--- src/hw/rtl/utf8_stream_decoder_macros.svh ---
// assertion helpers shared by the decoder rtl
`ifndef UTF8_STREAM_DECODER_MACROS_SVH
`define UTF8_STREAM_DECODER_MACROS_SVH

// property that must hold at every clock once out of reset
`define UTF8D_ASSERT(label, prop, msg) \
    label: assert property (@(posedge i_clk) disable iff (!i_rst_n) (prop)) \
        else $error(msg);

// same-cycle implication
`define UTF8D_ASSERT_IMPL(label, ante, cons, msg) \
    label: assert property (@(posedge i_clk) disable iff (!i_rst_n) (ante) |-> (cons)) \
        else $error(msg);

// next-cycle implication
`define UTF8D_ASSERT_NEXT(label, ante, cons, msg) \
    label: assert property (@(posedge i_clk) disable iff (!i_rst_n) (ante) |=> (cons)) \
        else $error(msg);

`endif

--- src/hw/rtl/utf8d_pkg.sv ---
package utf8d_pkg;

    // default depth of the job queue between front and back
    localparam int unsigned UTF8D_QUEUE_DEPTH = 4;

    localparam logic [20:0] REPLACEMENT_CP = 21'h00FFFD;
    localparam logic [2:0]  ERR_BYTES_USED = 3'd1;

    typedef struct packed {
        logic [7:0] byte_in;
        logic       text_end;
    } t_in_item;

    typedef struct packed {
        logic [20:0] code_point;
        logic        malformed;
        logic [2:0]  bytes_used;
        logic        run_last;
        logic        text_done;
    } t_out_item;

    // work for one accepted byte: n_err replacements, then an optional good result
    typedef struct packed {
        logic [2:0]  n_err;
        logic        has_good;
        logic [20:0] good_cp;
        logic [2:0]  good_used;
        logic        text_end;
    } t_job;

endpackage

--- src/hw/rtl/utf8d_byte_if.sv ---
interface utf8d_byte_if;
    import utf8d_pkg::*;

    logic     valid;
    logic     ready;
    t_in_item data;

    modport source (output valid, output data, input ready);
    modport sink   (input valid, input data, output ready);
endinterface

--- src/hw/rtl/utf8d_cp_if.sv ---
interface utf8d_cp_if;
    import utf8d_pkg::*;

    logic      valid;
    logic      ready;
    t_out_item data;

    modport source (output valid, output data, input ready);
    modport sink   (input valid, input data, output ready);
endinterface

--- src/hw/rtl/utf8d_front.sv ---
`include "utf8_stream_decoder_macros.svh"

module utf8d_front (
    input  logic            i_clk,
    input  logic            i_rst_n,
    utf8d_byte_if.sink      i_byte,
    input  logic            i_queue_ready,
    output logic            o_push,
    output utf8d_pkg::t_job o_job
);
    import utf8d_pkg::*;

    localparam logic [2:0] SEQ_NONE  = 3'd0;
    localparam logic [2:0] SEQ_TWO   = 3'd2;
    localparam logic [2:0] SEQ_THREE = 3'd3;
    localparam logic [2:0] SEQ_FOUR  = 3'd4;

    localparam logic [20:0] MAX_ONE_BYTE   = 21'h00007F;
    localparam logic [20:0] MAX_TWO_BYTE   = 21'h0007FF;
    localparam logic [20:0] MAX_THREE_BYTE = 21'h00FFFF;
    localparam logic [20:0] SCALAR_MAX     = 21'h10FFFF;

    logic [20:0] r_pv, n_pv;
    logic [2:0]  r_exp, n_exp;
    logic [2:0]  r_held, n_held;

    logic        in_acc;
    logic [7:0]  b;
    logic        last;
    logic        is_cont;
    logic        start;
    logic [20:0] ext_pv;
    t_job        job;

    function automatic logic value_ok(input logic [20:0] v, input logic [2:0] len);
        logic ok;
        priority case (len)
            SEQ_TWO:   ok = (v > MAX_ONE_BYTE);
            SEQ_THREE: ok = (v > MAX_TWO_BYTE);
            default:   ok = (v > MAX_THREE_BYTE) && (v <= SCALAR_MAX);
        endcase
        return ok;
    endfunction

    assign b             = i_byte.data.byte_in;
    assign last          = i_byte.data.text_end;
    assign is_cont       = (b[7:6] == 2'b10);
    assign ext_pv        = {r_pv[14:0], b[5:0]};
    assign i_byte.ready  = i_queue_ready;
    assign in_acc        = i_byte.valid && i_queue_ready;

    always_comb begin
        n_pv   = r_pv;
        n_exp  = r_exp;
        n_held = r_held;
        start  = 1'b0;
        job           = '0;
        job.text_end  = last;

        if (r_held != 3'd0) begin
            if (is_cont) begin
                n_pv   = ext_pv;
                n_held = r_held + 3'd1;
                if (n_held >= r_exp) begin
                    if (value_ok(ext_pv, r_exp)) begin
                        job.has_good  = 1'b1;
                        job.good_cp   = ext_pv;
                        job.good_used = r_exp;
                    end else begin
                        job.n_err = n_held;
                    end
                    n_pv   = '0;
                    n_exp  = SEQ_NONE;
                    n_held = 3'd0;
                end
            end else begin
                // broken sequence: one error per held byte, then rescan this byte
                job.n_err = r_held;
                n_pv   = '0;
                n_exp  = SEQ_NONE;
                n_held = 3'd0;
                start  = 1'b1;
            end
        end else begin
            start = 1'b1;
        end

        if (start) begin
            priority if (b[7] == 1'b0) begin
                job.has_good  = 1'b1;
                job.good_cp   = {13'd0, b};
                job.good_used = 3'd1;
            end else if (b[7:5] == 3'b110) begin
                n_pv = {16'd0, b[4:0]}; n_exp = SEQ_TWO; n_held = 3'd1;
            end else if (b[7:4] == 4'b1110) begin
                n_pv = {17'd0, b[3:0]}; n_exp = SEQ_THREE; n_held = 3'd1;
            end else if (b[7:3] == 5'b11110) begin
                n_pv = {18'd0, b[2:0]}; n_exp = SEQ_FOUR; n_held = 3'd1;
            end else begin
                job.n_err = job.n_err + 3'd1;
            end
        end

        // end of text flushes whatever is still open
        if (last && (n_held != 3'd0)) begin
            job.n_err = job.n_err + n_held;
            n_pv   = '0;
            n_exp  = SEQ_NONE;
            n_held = 3'd0;
        end
    end

    assign o_job  = job;
    assign o_push = in_acc && ((job.n_err != 3'd0) || job.has_good);

    always_ff @(posedge i_clk) begin
        if (!i_rst_n) begin
            r_pv   <= '0;
            r_exp  <= SEQ_NONE;
            r_held <= 3'd0;
        end else if (in_acc) begin
            r_pv   <= n_pv;
            r_exp  <= n_exp;
            r_held <= n_held;
        end
    end

    `UTF8D_ASSERT(a_held_bounded, r_held <= r_exp, "front holds more bytes than expected")
    `UTF8D_ASSERT_IMPL(a_open_has_len, r_held != 3'd0, r_exp >= SEQ_TWO, "open sequence too short")

endmodule

--- src/hw/rtl/utf8d_queue.sv ---
`include "utf8_stream_decoder_macros.svh"

module utf8d_queue #(
    parameter int unsigned DEPTH = utf8d_pkg::UTF8D_QUEUE_DEPTH
) (
    input  logic            i_clk,
    input  logic            i_rst_n,
    input  logic            i_push,
    input  utf8d_pkg::t_job i_push_job,
    output logic            o_ready,
    input  logic            i_pop,
    output logic            o_avail,
    output utf8d_pkg::t_job o_pop_job
);
    import utf8d_pkg::*;

    localparam int unsigned PTR_W = (DEPTH > 1) ? $clog2(DEPTH) : 1;
    localparam int unsigned CNT_W = $clog2(DEPTH + 1);

    t_job             r_mem [DEPTH];
    logic [PTR_W-1:0] r_wr_ptr, n_wr_ptr;
    logic [PTR_W-1:0] r_rd_ptr, n_rd_ptr;
    logic [CNT_W-1:0] r_count, n_count;

    assign o_ready   = (r_count != CNT_W'(DEPTH));
    assign o_avail   = (r_count != '0);
    assign o_pop_job = r_mem[r_rd_ptr];

    always_comb begin
        n_wr_ptr = r_wr_ptr;
        n_rd_ptr = r_rd_ptr;
        n_count  = r_count;
        if (i_push) begin
            n_wr_ptr = (r_wr_ptr == PTR_W'(DEPTH - 1)) ? '0 : r_wr_ptr + PTR_W'(1);
        end
        if (i_pop) begin
            n_rd_ptr = (r_rd_ptr == PTR_W'(DEPTH - 1)) ? '0 : r_rd_ptr + PTR_W'(1);
        end
        priority case ({i_push, i_pop})
            2'b10:   n_count = r_count + CNT_W'(1);
            2'b01:   n_count = r_count - CNT_W'(1);
            default: n_count = r_count;
        endcase
    end

    always_ff @(posedge i_clk) begin
        if (!i_rst_n) begin
            r_wr_ptr <= '0;
            r_rd_ptr <= '0;
            r_count  <= '0;
        end else begin
            r_wr_ptr <= n_wr_ptr;
            r_rd_ptr <= n_rd_ptr;
            r_count  <= n_count;
        end
    end

    always_ff @(posedge i_clk) begin
        if (i_push) begin
            r_mem[r_wr_ptr] <= i_push_job;
        end
    end

    `UTF8D_ASSERT(a_count_bounded, r_count <= CNT_W'(DEPTH), "queue count past depth")
    `UTF8D_ASSERT_IMPL(a_no_pop_empty, i_pop, r_count != '0, "pop from empty queue")

endmodule

--- src/hw/rtl/utf8d_back.sv ---
`include "utf8_stream_decoder_macros.svh"

module utf8d_back (
    input  logic            i_clk,
    input  logic            i_rst_n,
    input  logic            i_avail,
    input  utf8d_pkg::t_job i_job,
    output logic            o_pop,
    utf8d_cp_if.source      o_cp
);
    import utf8d_pkg::*;

    logic       r_busy, n_busy;
    t_job       r_job, n_job;
    logic [2:0] r_err_left, n_err_left;

    logic cur_err;
    logic last;
    logic out_acc;
    logic load;

    assign cur_err = (r_err_left != 3'd0);
    assign last    = (r_err_left == 3'd0) || ((r_err_left == 3'd1) && !r_job.has_good);
    assign out_acc = r_busy && o_cp.ready;
    assign load    = i_avail && (!r_busy || (out_acc && last));
    assign o_pop   = load;

    assign o_cp.valid           = r_busy;
    assign o_cp.data.code_point = cur_err ? REPLACEMENT_CP : r_job.good_cp;
    assign o_cp.data.malformed  = cur_err;
    assign o_cp.data.bytes_used = cur_err ? ERR_BYTES_USED : r_job.good_used;
    assign o_cp.data.run_last   = last;
    assign o_cp.data.text_done  = last && r_job.text_end;

    always_comb begin
        n_busy     = r_busy;
        n_job      = r_job;
        n_err_left = r_err_left;
        if (load) begin
            n_busy     = 1'b1;
            n_job      = i_job;
            n_err_left = i_job.n_err;
        end else if (out_acc) begin
            if (last) begin
                n_busy = 1'b0;
            end else begin
                n_err_left = r_err_left - 3'd1;
            end
        end
    end

    always_ff @(posedge i_clk) begin
        if (!i_rst_n) begin
            r_busy     <= 1'b0;
            r_err_left <= 3'd0;
        end else begin
            r_busy     <= n_busy;
            r_err_left <= n_err_left;
        end
    end

    always_ff @(posedge i_clk) begin
        r_job <= n_job;
    end

    `UTF8D_ASSERT_IMPL(a_job_nonempty, r_busy, (r_err_left != 3'd0) || r_job.has_good, "empty job loaded")
    `UTF8D_ASSERT_NEXT(a_run_continues, out_acc && !last, o_cp.valid, "run ended early")

endmodule

--- src/hw/rtl/utf8_stream_decoder.sv ---
// a byte's job is registered in the job queue, then loaded into the back's output register, which offers its results
// throughput: one byte per cycle while the job queue has room; one result per cycle out
//   while o_cp is ready, so a byte that causes k results gives k result beats (k up to 4)
// the output register and the job queue let input and output stall independently
// reset: synchronous active low, clears decode state, queue and output valid; no clearing pass
module utf8_stream_decoder #(
    parameter int unsigned QUEUE_DEPTH = utf8d_pkg::UTF8D_QUEUE_DEPTH
) (
    input  logic       i_clk,
    input  logic       i_rst_n,
    utf8d_byte_if.sink i_byte,
    utf8d_cp_if.source o_cp
);
    import utf8d_pkg::*;

    // front to queue
    logic push;
    t_job push_job;
    logic queue_ready;

    // queue to back
    logic pop;
    logic avail;
    t_job pop_job;

    // front: takes one byte per beat, tracks the open sequence and
    // turns each byte into a job (errors to flush plus an optional code point)
    utf8d_front u_front (
        .i_clk         (i_clk),
        .i_rst_n       (i_rst_n),
        .i_byte        (i_byte),
        .i_queue_ready (queue_ready),
        .o_push        (push),
        .o_job         (push_job)
    );

    // short job queue, bytes that give no result never enter it
    utf8d_queue #(
        .DEPTH (QUEUE_DEPTH)
    ) u_queue (
        .i_clk      (i_clk),
        .i_rst_n    (i_rst_n),
        .i_push     (push),
        .i_push_job (push_job),
        .o_ready    (queue_ready),
        .i_pop      (pop),
        .o_avail    (avail),
        .o_pop_job  (pop_job)
    );

    // back: plays out each job as one result beat per cycle while o_cp is ready, from its
    // output register, marking the last beat of each byte and of the text
    utf8d_back u_back (
        .i_clk   (i_clk),
        .i_rst_n (i_rst_n),
        .i_avail (avail),
        .i_job   (pop_job),
        .o_pop   (pop),
        .o_cp    (o_cp)
    );

endmodule
--- src/flat_wrapper.sv ---
// flat-port wrapper written by rule: the top's interface ports become plain ports
module utf8_stream_decoder_flat import utf8d_pkg::*;
#(
    parameter int unsigned QUEUE_DEPTH = utf8d_pkg::UTF8D_QUEUE_DEPTH
)
  (i_clk, i_rst_n, i_byte_valid, i_byte_data, i_byte_ready, o_cp_valid, o_cp_data, o_cp_ready);
  utf8d_byte_if i_byte_i ();
  utf8d_cp_if o_cp_i ();
  input  logic i_clk;
  input  logic i_rst_n;
  input wire logic [$bits(i_byte_i.valid)-1:0] i_byte_valid;
  input wire logic [$bits(i_byte_i.data)-1:0] i_byte_data;
  output wire logic [$bits(i_byte_i.ready)-1:0] i_byte_ready;
  output wire logic [$bits(o_cp_i.valid)-1:0] o_cp_valid;
  output wire logic [$bits(o_cp_i.data)-1:0] o_cp_data;
  input wire logic [$bits(o_cp_i.ready)-1:0] o_cp_ready;
  assign i_byte_i.valid = i_byte_valid;
  assign i_byte_i.data = i_byte_data;
  assign i_byte_ready = i_byte_i.ready;
  assign o_cp_valid = o_cp_i.valid;
  assign o_cp_data = o_cp_i.data;
  assign o_cp_i.ready = o_cp_ready;
  utf8_stream_decoder #(.QUEUE_DEPTH(QUEUE_DEPTH)) u_core (.i_clk(i_clk), .i_rst_n(i_rst_n), .i_byte(i_byte_i), .o_cp(o_cp_i));
endmodule
--- config.mk ---
export PLATFORM = sky130hd
export DESIGN_NAME = utf8_stream_decoder_flat
export DESIGN_NICKNAME = d
export VERILOG_FILES = /design/src/hw/rtl/utf8d_pkg.sv /design/src/hw/rtl/utf8d_byte_if.sv /design/src/hw/rtl/utf8d_cp_if.sv /design/src/hw/rtl/utf8d_front.sv /design/src/hw/rtl/utf8d_queue.sv /design/src/hw/rtl/utf8d_back.sv /design/src/hw/rtl/utf8_stream_decoder.sv /design/src/flat_wrapper.sv
export VERILOG_INCLUDE_DIRS = /design/src /design/src/hw/rtl
export SDC_FILE = /design/constraint.sdc
export NUM_CORES = 1
export LEC_CHECK = 0
export CORE_MARGIN = 1.5
export CORE_UTILIZATION = 57
export CTS_CLUSTER_SIZE = 40
export DETAILED_ROUTE_END_ITERATION = 8
export DONT_BUFFER_PORTS = 1
export PLACE_DENSITY = 0.82
export SYNTH_ARGS = -nofsm -noshare
export SYNTH_HDL_FRONTEND = slang
export SYNTH_SLANG_ARGS = --single-unit
export TNS_END_PERCENT = 5
--- constraint.sdc ---
create_clock -name i_clk -period 5.4 [get_ports i_clk]
set_input_delay 0 -clock i_clk [delete_from_list [all_inputs] [get_ports i_clk]]
set_output_delay 0 -clock i_clk [all_outputs]
set_load 0.02 [all_outputs]
; Word-level counts from Yosys, hierarchy flattened
; Memories as Yosys holds them, arrays and structs flattened. A register that Yosys moved wholly into a read port is not among the register bits.
; Index checks and enable logic that the tools add are counted.
[totals]
reg_bits = 64
mem_bits_ro = 0
output_inout_bits = 29
latchBits = 0
mem_count = 1
word_cells = 125
ram_bits = 116
[memory_table]
columns = name, depth, width, rd, rd_ports_with_merged_regs, write_ports, line
row1 = u_core.u_queue.r_mem, 4, 29, 1, 1, 1, utf8d_queue.sv:20  ; t_job r_mem [DEPTH];
[classes]
eq_ne = 13
bitwise_logic = 0
n_mul = 0
div = 0
n_addsub = 8
shift = 0
reduce_logical = 25
n_mux = 61
n_lt_le_gt_ge = 5
[op_table]
columns = op, n
row1 = $mux 21, 10
row2 = $mux 3, 29
row3 = $mux 28, 3
row4 = $mux 25, 3
row5 = $gt 21x11->1 const B, 1
row6 = $gt 21x16->1 const B, 1
row7 = $gt 21x7->1 const B, 1
row8 = $le 21x21->1 const B, 1
row9 = $reduce_bool 3->1, 5
row10 = $mux 1, 10
row11 = $add 3x1->3 const B, 3
row12 = $logic_and 1x1->1, 9
row13 = $eq 2x2->1 const B, 4
row14 = $mux 2, 4
row15 = $eq 3x2->1 const B, 2
row16 = $pmux 3 s2, 1
row17 = $reduce_bool 2->1, 3
row18 = $sub 3x1->3 const B, 2
row19 = $eq 5x5->1 const B, 1
row20 = $add 2x1->2 const B, 2
row21 = $eq 4x4->1 const B, 1
row22 = $reduce_and 2->1, 2
row23 = $add 3x3->3, 1
row24 = $eq 3x1->1 const B, 1
row25 = other kinds (9), 12

; Depth between registers and ports, before layout
[depth]
depth_word = 23
ltp_mapped = 25
mapped_depth_nobuf = 25

; Hierarchy
; Synthesis repeated with hierarchy kept, for this count alone.
[unflattened]
cells_unflattened = 512
area_unflattened_um2 = 7701.1
[modules_own_cells]
columns = mod, area_per_inst_um2, cells_each, n_inst, seq_area_each_um2
row1 = utf8d_queue, 4657.0, 198, 1, 3663.5
row2 = utf8d_front, 1705.4, 211, 1, 420.4
row3 = utf8d_back, 1338.8, 103, 1, 860.8

; Worst setup path before layout
; Ideal clock, no wire load.
[synth_path]
path_type = flip-flop to flip-flop
start = register u_core.u_front.r_held[0]
end = register u_core.u_queue.r_count[2]
n_path_buf = 0
period_less_slack_ns = 5.577
t_required_ns = 5.330
path_slack_ns = -0.177
stages_incl_launch_ff = 26
setup_time_ns = 0.070
arrival_time_ns = 5.507
cell_sequence = dfxtp_1 > ha_1 > xnor2_1 > inv_1 > ha_1 > nand2_1 > o21a_1 > a311oi_2 > nand3_1 > a21oi_1 > ha_1 > a32oi_1 > nand2_1 > fa_1 > or4_1 > a21boi_2 > xor2_2 > xnor2_2 > a41oi_4 > inv_1 > ha_1 > inv_1 > fa_1 > xor2_1 > or3_1 > a21oi_1
[synth_via]
elab_chain_len = 18
[synth_rtl]
columns = element, line
row1 = "start, declared", utf8d_front.sv:25  ; logic [2:0] r_held, n_held;
row2 = "start signal, assigned", utf8d_front.sv:124  ; r_held <= n_held;
row3 = $add 3x1->3, utf8d_front.sv:63  ; n_held = r_held + 3'd1;
row4 = $ge 3x3->1 or $mux 3 (tied branches), "utf8d_front.sv:64, utf8d_front.sv:65"
row5 = $mux 28 or $mux 3 (tied branches), utf8d_front.sv:64  ; if (n_held >= r_exp) begin
row6 = $mux 3, utf8d_front.sv:61  ; if (is_cont) begin
row7 = $mux 28 or $mux 3 (tied branches), utf8d_front.sv:60  ; if (r_held != 3'd0) begin
row8 = $add 3x1->3 or $mux 3 (tied branches), "utf8d_front.sv:100, utf8d_front.sv:97"
row9 = "$mux 3, on equally long branches", "utf8d_front.sv:97, utf8d_front.sv:95"
row10 = "$mux 3, on equally long branches", "utf8d_front.sv:95, utf8d_front.sv:93"
row11 = (+2 left out), n/a
row12 = $mux 28 or $reduce_bool 3->1 (tied branches), "utf8d_front.sv:88, utf8d_front.sv:105"
row13 = $add 3x3->3 or $logic_and 1x1->1 (tied branches), "utf8d_front.sv:106, utf8d_front.sv:105"
row14 = $mux 3, utf8d_front.sv:105  ; if (last && (n_held != 3'd0)) begin
row15 = $reduce_bool 3->1, utf8d_front.sv:114  ; assign o_push = in_acc && ((job.n_err != 3'd0) || job.has_good);
row16 = $logic_or 1x1->1 *, utf8d_front.sv:114
row17 = $logic_and 1x1->1 *, utf8d_front.sv:114
row18 = $eq 2x1->1 or $eq 2x2->1 (tied branches), utf8d_queue.sv:39  ; priority case ({i_push, i_pop})
row19 = $pmux 3 s2 or $reduce_bool 2->1 (tied branches), n/a
row20 = "end signal, assigned", utf8d_queue.sv:54  ; r_count <= n_count;
row21 = "end, declared", utf8d_queue.sv:23  ; logic [CNT_W-1:0] r_count, n_count;
; Mark *: on every way between the ends. The rest lies on a longest branch, timed or not.
; A chain may end at the register's enable or synchronous reset.

; Worst setup path after layout
[layout_path]
start = register u_core.u_front.r_held[1]
end = register u_core.u_queue.r_count[2]
; The elaborated chain is that of the path after synthesis.

==> flow_summary_export.csv <==
group,metric,value,unit
worst_setup_path,cp-start-kind,"flip-flop",
timing,finalSetupViolCount,1,
synth,synth_area_leader_cell,"edfxtp_1",
timing,period_share,102,%
worst_setup_path,critical-path-max-stage-delay,0.43,ns
clock_tree,cts_root_buf,"clkbuf_16",
hold_path,hold_depth,4,
placed_design,io_buffers,0,
placed_design,dpl_worst_slack,-0.132,ns
timing,skew,0.00893,ns
routing,drt_pass1_iterations,5,
routing,finalWirelength,15.1,mm
timing,fin_crit,5.51,ns
timing,rsz0062_at_grt,"yes",
routing,drc_errors,0,
global_routing,grt_max_degree,36,
finish,final_cells,735,
clock_tree,clkSinkCount,176,
synth,synth_top_area_share,57.0,%
routing,viasPerCell,6.06,
clock_tree,cts_tree,"built",
global_routing,grt_overflow,0,
global_routing,grt_pass1_wl,24.0,mm
finish,fill_cells,834,
die,io_pins,42,
run_status,violations,"setup timing",
finish,syn_to_final_growth,17.3,%
synth,syn_area_per_cell,14.8,um2
worst_setup_path,crit_path_end_kind,"flip-flop",
pwr,power.density,485,nW/um2
synth,synth-main-ff-cell,"edfxtp_1",
run_status,status,"finished, violations left",
clock_tree,cts_buffers,17,
routing,vias,4455,
placed_design,gp_congestion,0.877,
synth,yosysWarnings,0,
placed_design,dp_hpwl,9.13,mm
worst_setup_path,crit_fanout,5,
global_routing,antenna_found_initial,0,
timing,slew_headroom,26.8,%
timing,hold_viol,0,
finish,diodes,0,
die,die_w,118,um
global_routing,grt_pass1_vias,4489,
finish,final_cell_area,8770,um2
finish,fin_nets,581,
finish,final_layout_size_suffix_gt1_share,22.9,%
die,start_util,58.8,%
placed_design,placed_cells_incl_taps,675,
die,row_count,41,
worst_setup_path,path_class,"flip-flop to flip-flop",
die,design.die.area,13800,um2
worst_setup_path,crit_slowest_cell,"or4_4",
timing,slew_viol_final,0,
synth,synth_edf_count,142,
clock_tree,cts-htree-levels,4,
clock_tree,clk_pin_slew_worst_paths,0.06,ns
synth,syn_area,7480,um2
routing,routedWlPerCell,20.6,um
placed_design,placed_area,7840,um2
synth,synth_seq_area_share,66.1,%
synth,synthesis.nets,536,
clock_tree,clk_latency,0.42,ns
hold_path,hp-class,"input pin to flip-flop",
synth,synth-seq-cells,176,
run,max-cap-violations,0,
synth,synth_area_leaders,"edfxtp_1 (57%), dfxtp_1 (9.1%), mux4_2 (8.7%)",
pwr,ir_worst_vdd,0.225,mV
timing,setup_ws,-0.110,ns
pwr,power_leakage,3.05,nW
routing,ant_nets,0,
clock_tree,clock_path_buffers,2,
timing,fmax,181,MHz
worst_setup_path,worst_ep_arrival_time,5.85,ns
routing,drt_iter0_drc,341,
global_routing,grt_usage,23.1,%
synth,synth_cell_types,59,
timing,tightest_slew,1.10,ns
die,coreArea,12700,um2
die,die_h,118,um
synth,async_flop_share,0,%
worst_setup_path,rr_worst_depth,25,
worst_setup_path,required,5.74,ns
synth,synthCells,505,
-- per-stage QoR --
step / util, % / hold slack [ns] / total power (W) / setup TNS, ns
2_1_floorplan: - / 0.0989 / 0.00277 / 0
3_3_place_gp: 61.6 / 0.100 / 0.00294 / 0
3_5_place_dp: 61.6 / 0.100 / 0.00299 / -0.132
4_1_cts: 68.5 / 0.00512 / 0.00428 / 0
5_1_grt: 68.9 / 0.0689 / 0.00444 / -0.362
6_report: 68.9 / 0.0270 / 0.00426 / -0.110
-- flip-flops by register name (all words and copies together), names as in the netlist, named ones only --
signal	cells
u_core.u_back.r_job	26
u_core.u_queue.r_rd_ptr	2
u_core.u_front.r_exp	3
u_core.u_back.r_err_left	3
u_core.u_back.o_cp.valid	1
u_core.u_queue.r_count	3
u_core.u_front.r_held	3
u_core.u_queue.r_mem	116
u_core.u_queue.r_wr_ptr	2
u_core.u_front.r_pv	15
-- synth_stat cells, drive strengths merged (4+ instances only) --
library cell	instances
nor4	7
ha	16
o21ai	14
nand2b	20
dfxtp	34
nor2	41
edfxtp	142
mux4	29
nor2b	5
a21oi	18
and2	34
nand2	23
a22oi	16
clkbuf	11
nand3	6
mux2i	6
buf	10
nor3	4
inv	27
-- critical path: cells and delay by family, from the launching register on --
family / cells / cell delay (ns)
buffers and inverters: 3 / 0.20
AO/OA/AOI/OAI: 7 / 1.42
XOR/XNOR: 4 / 0.65
AND/OR/NAND/NOR: 5 / 1.14
adder cells (fa/ha/maj): 6 / 1.63
flip-flops: 1 / 0.37
-- layout make-up --
| type | instances | area [um2] | share of cell area [%] |
|---|---|---|---|
| clock inverter | 11 | 160 | 1.83 |
| inverter | 27 | 101 | 1.16 |
| clock buffer | 21 | 460 | 5.25 |
| sequential | 176 | 4950 | 56.5 |
| timing repair buffer | 47 | 428 | 4.88 |
| multi-input combinational | 281 | 2450 | 27.9 |
| tap | 172 | 215 | 2.45 |
-- timing repair --
action	4_1_cts	5_1_grt
pin swaps	15	4
buffers inserted	17	1
gates resized for setup	5	10
endpoints found under the hold margin	54	0
hold buffers	10	0
endpoints found under the setup margin	2	2
-- kinds of logic after synthesis --
kind of cell               after synthesis  share of synthesized area (%)
AOI/OAI and AO/OA                       72                           6.76
xor gates and xnor gates                 5                          0.787
adders and majority gates               18                           3.21
buffers and inverters                   48                           2.73
DFF                                    176                           66.1
muxes                                   35                           9.54
and+or+nand+nor                        151                           10.8
-- routing by layer --
| layer | track usage [%] | wire length (um) | vias up |
|---|---|---|---|
| li1 | - | - | 1991 |
| met1 | 29.9 | 6290 | 2246 |
| met2 | 38.5 | 7470 | 185 |
| met3 | 5.14 | 1000 | 33 |
| met4 | 9.15 | 374 | 0 |
| met5 | 0 | 0 | - |
-- power by group --
part | switching, W | total [W] | internal (W)
clock network | 0.000482 | 0.00128 | 0.000795
registers | 0.000127 | 0.00187 | 0.00174
logic | 0.000698 | 0.00111 | 0.000414
total | 0.00131 | 0.00426 | 0.00295
-- layout by cell type (no fill, tap or decap), types with 3 or more instances in the layout --
cell,Yosys,final
inv_2,0,3
inv_1,27,24
nor2_1,40,40
a22oi_1,16,16
nor2b_1,5,3
o21ai_0,14,14
edfxtp_1,142,142
mux4_2,29,29
nand3_1,6,6
dlygate4sd3_1,0,10
clkinv_2,0,4
nor3_1,4,4
ha_4,0,3
dfxtp_1,34,31
mux2i_1,6,5
and2_1,34,34
buf_4,2,33
buf_12,0,4
a211oi_1,3,3
a21oi_1,18,16
nand2b_1,20,20
nand2_1,22,20
clkbuf_16,0,17
bufinv_16,0,4
ha_1,16,11
nor4_1,6,6
-- final timing paths --
| check | start | end | slack (ns) |
|---|---|---|---|
| worst max-delay path | u_core.u_front.r_held[1]$_SDFFE_PN0P_ | u_core.u_queue.r_count[2]$_SDFFE_PN0P_ | -0.11 |
| worst min-delay path | i_byte_valid | u_core.u_front.r_exp[0]$_SDFFE_PN0P_ | 0.03 |
| worst max register to register | u_core.u_front.r_held[1]$_SDFFE_PN0P_ | u_core.u_queue.r_count[2]$_SDFFE_PN0P_ | -0.11 |
| worst min register to register | u_core.u_queue.r_wr_ptr[1]$_SDFFE_PN0P_ | u_core.u_queue.r_wr_ptr[1]$_SDFFE_PN0P_ | 0.52 |
No activity file was read; power rests on OpenSTA's default activity.
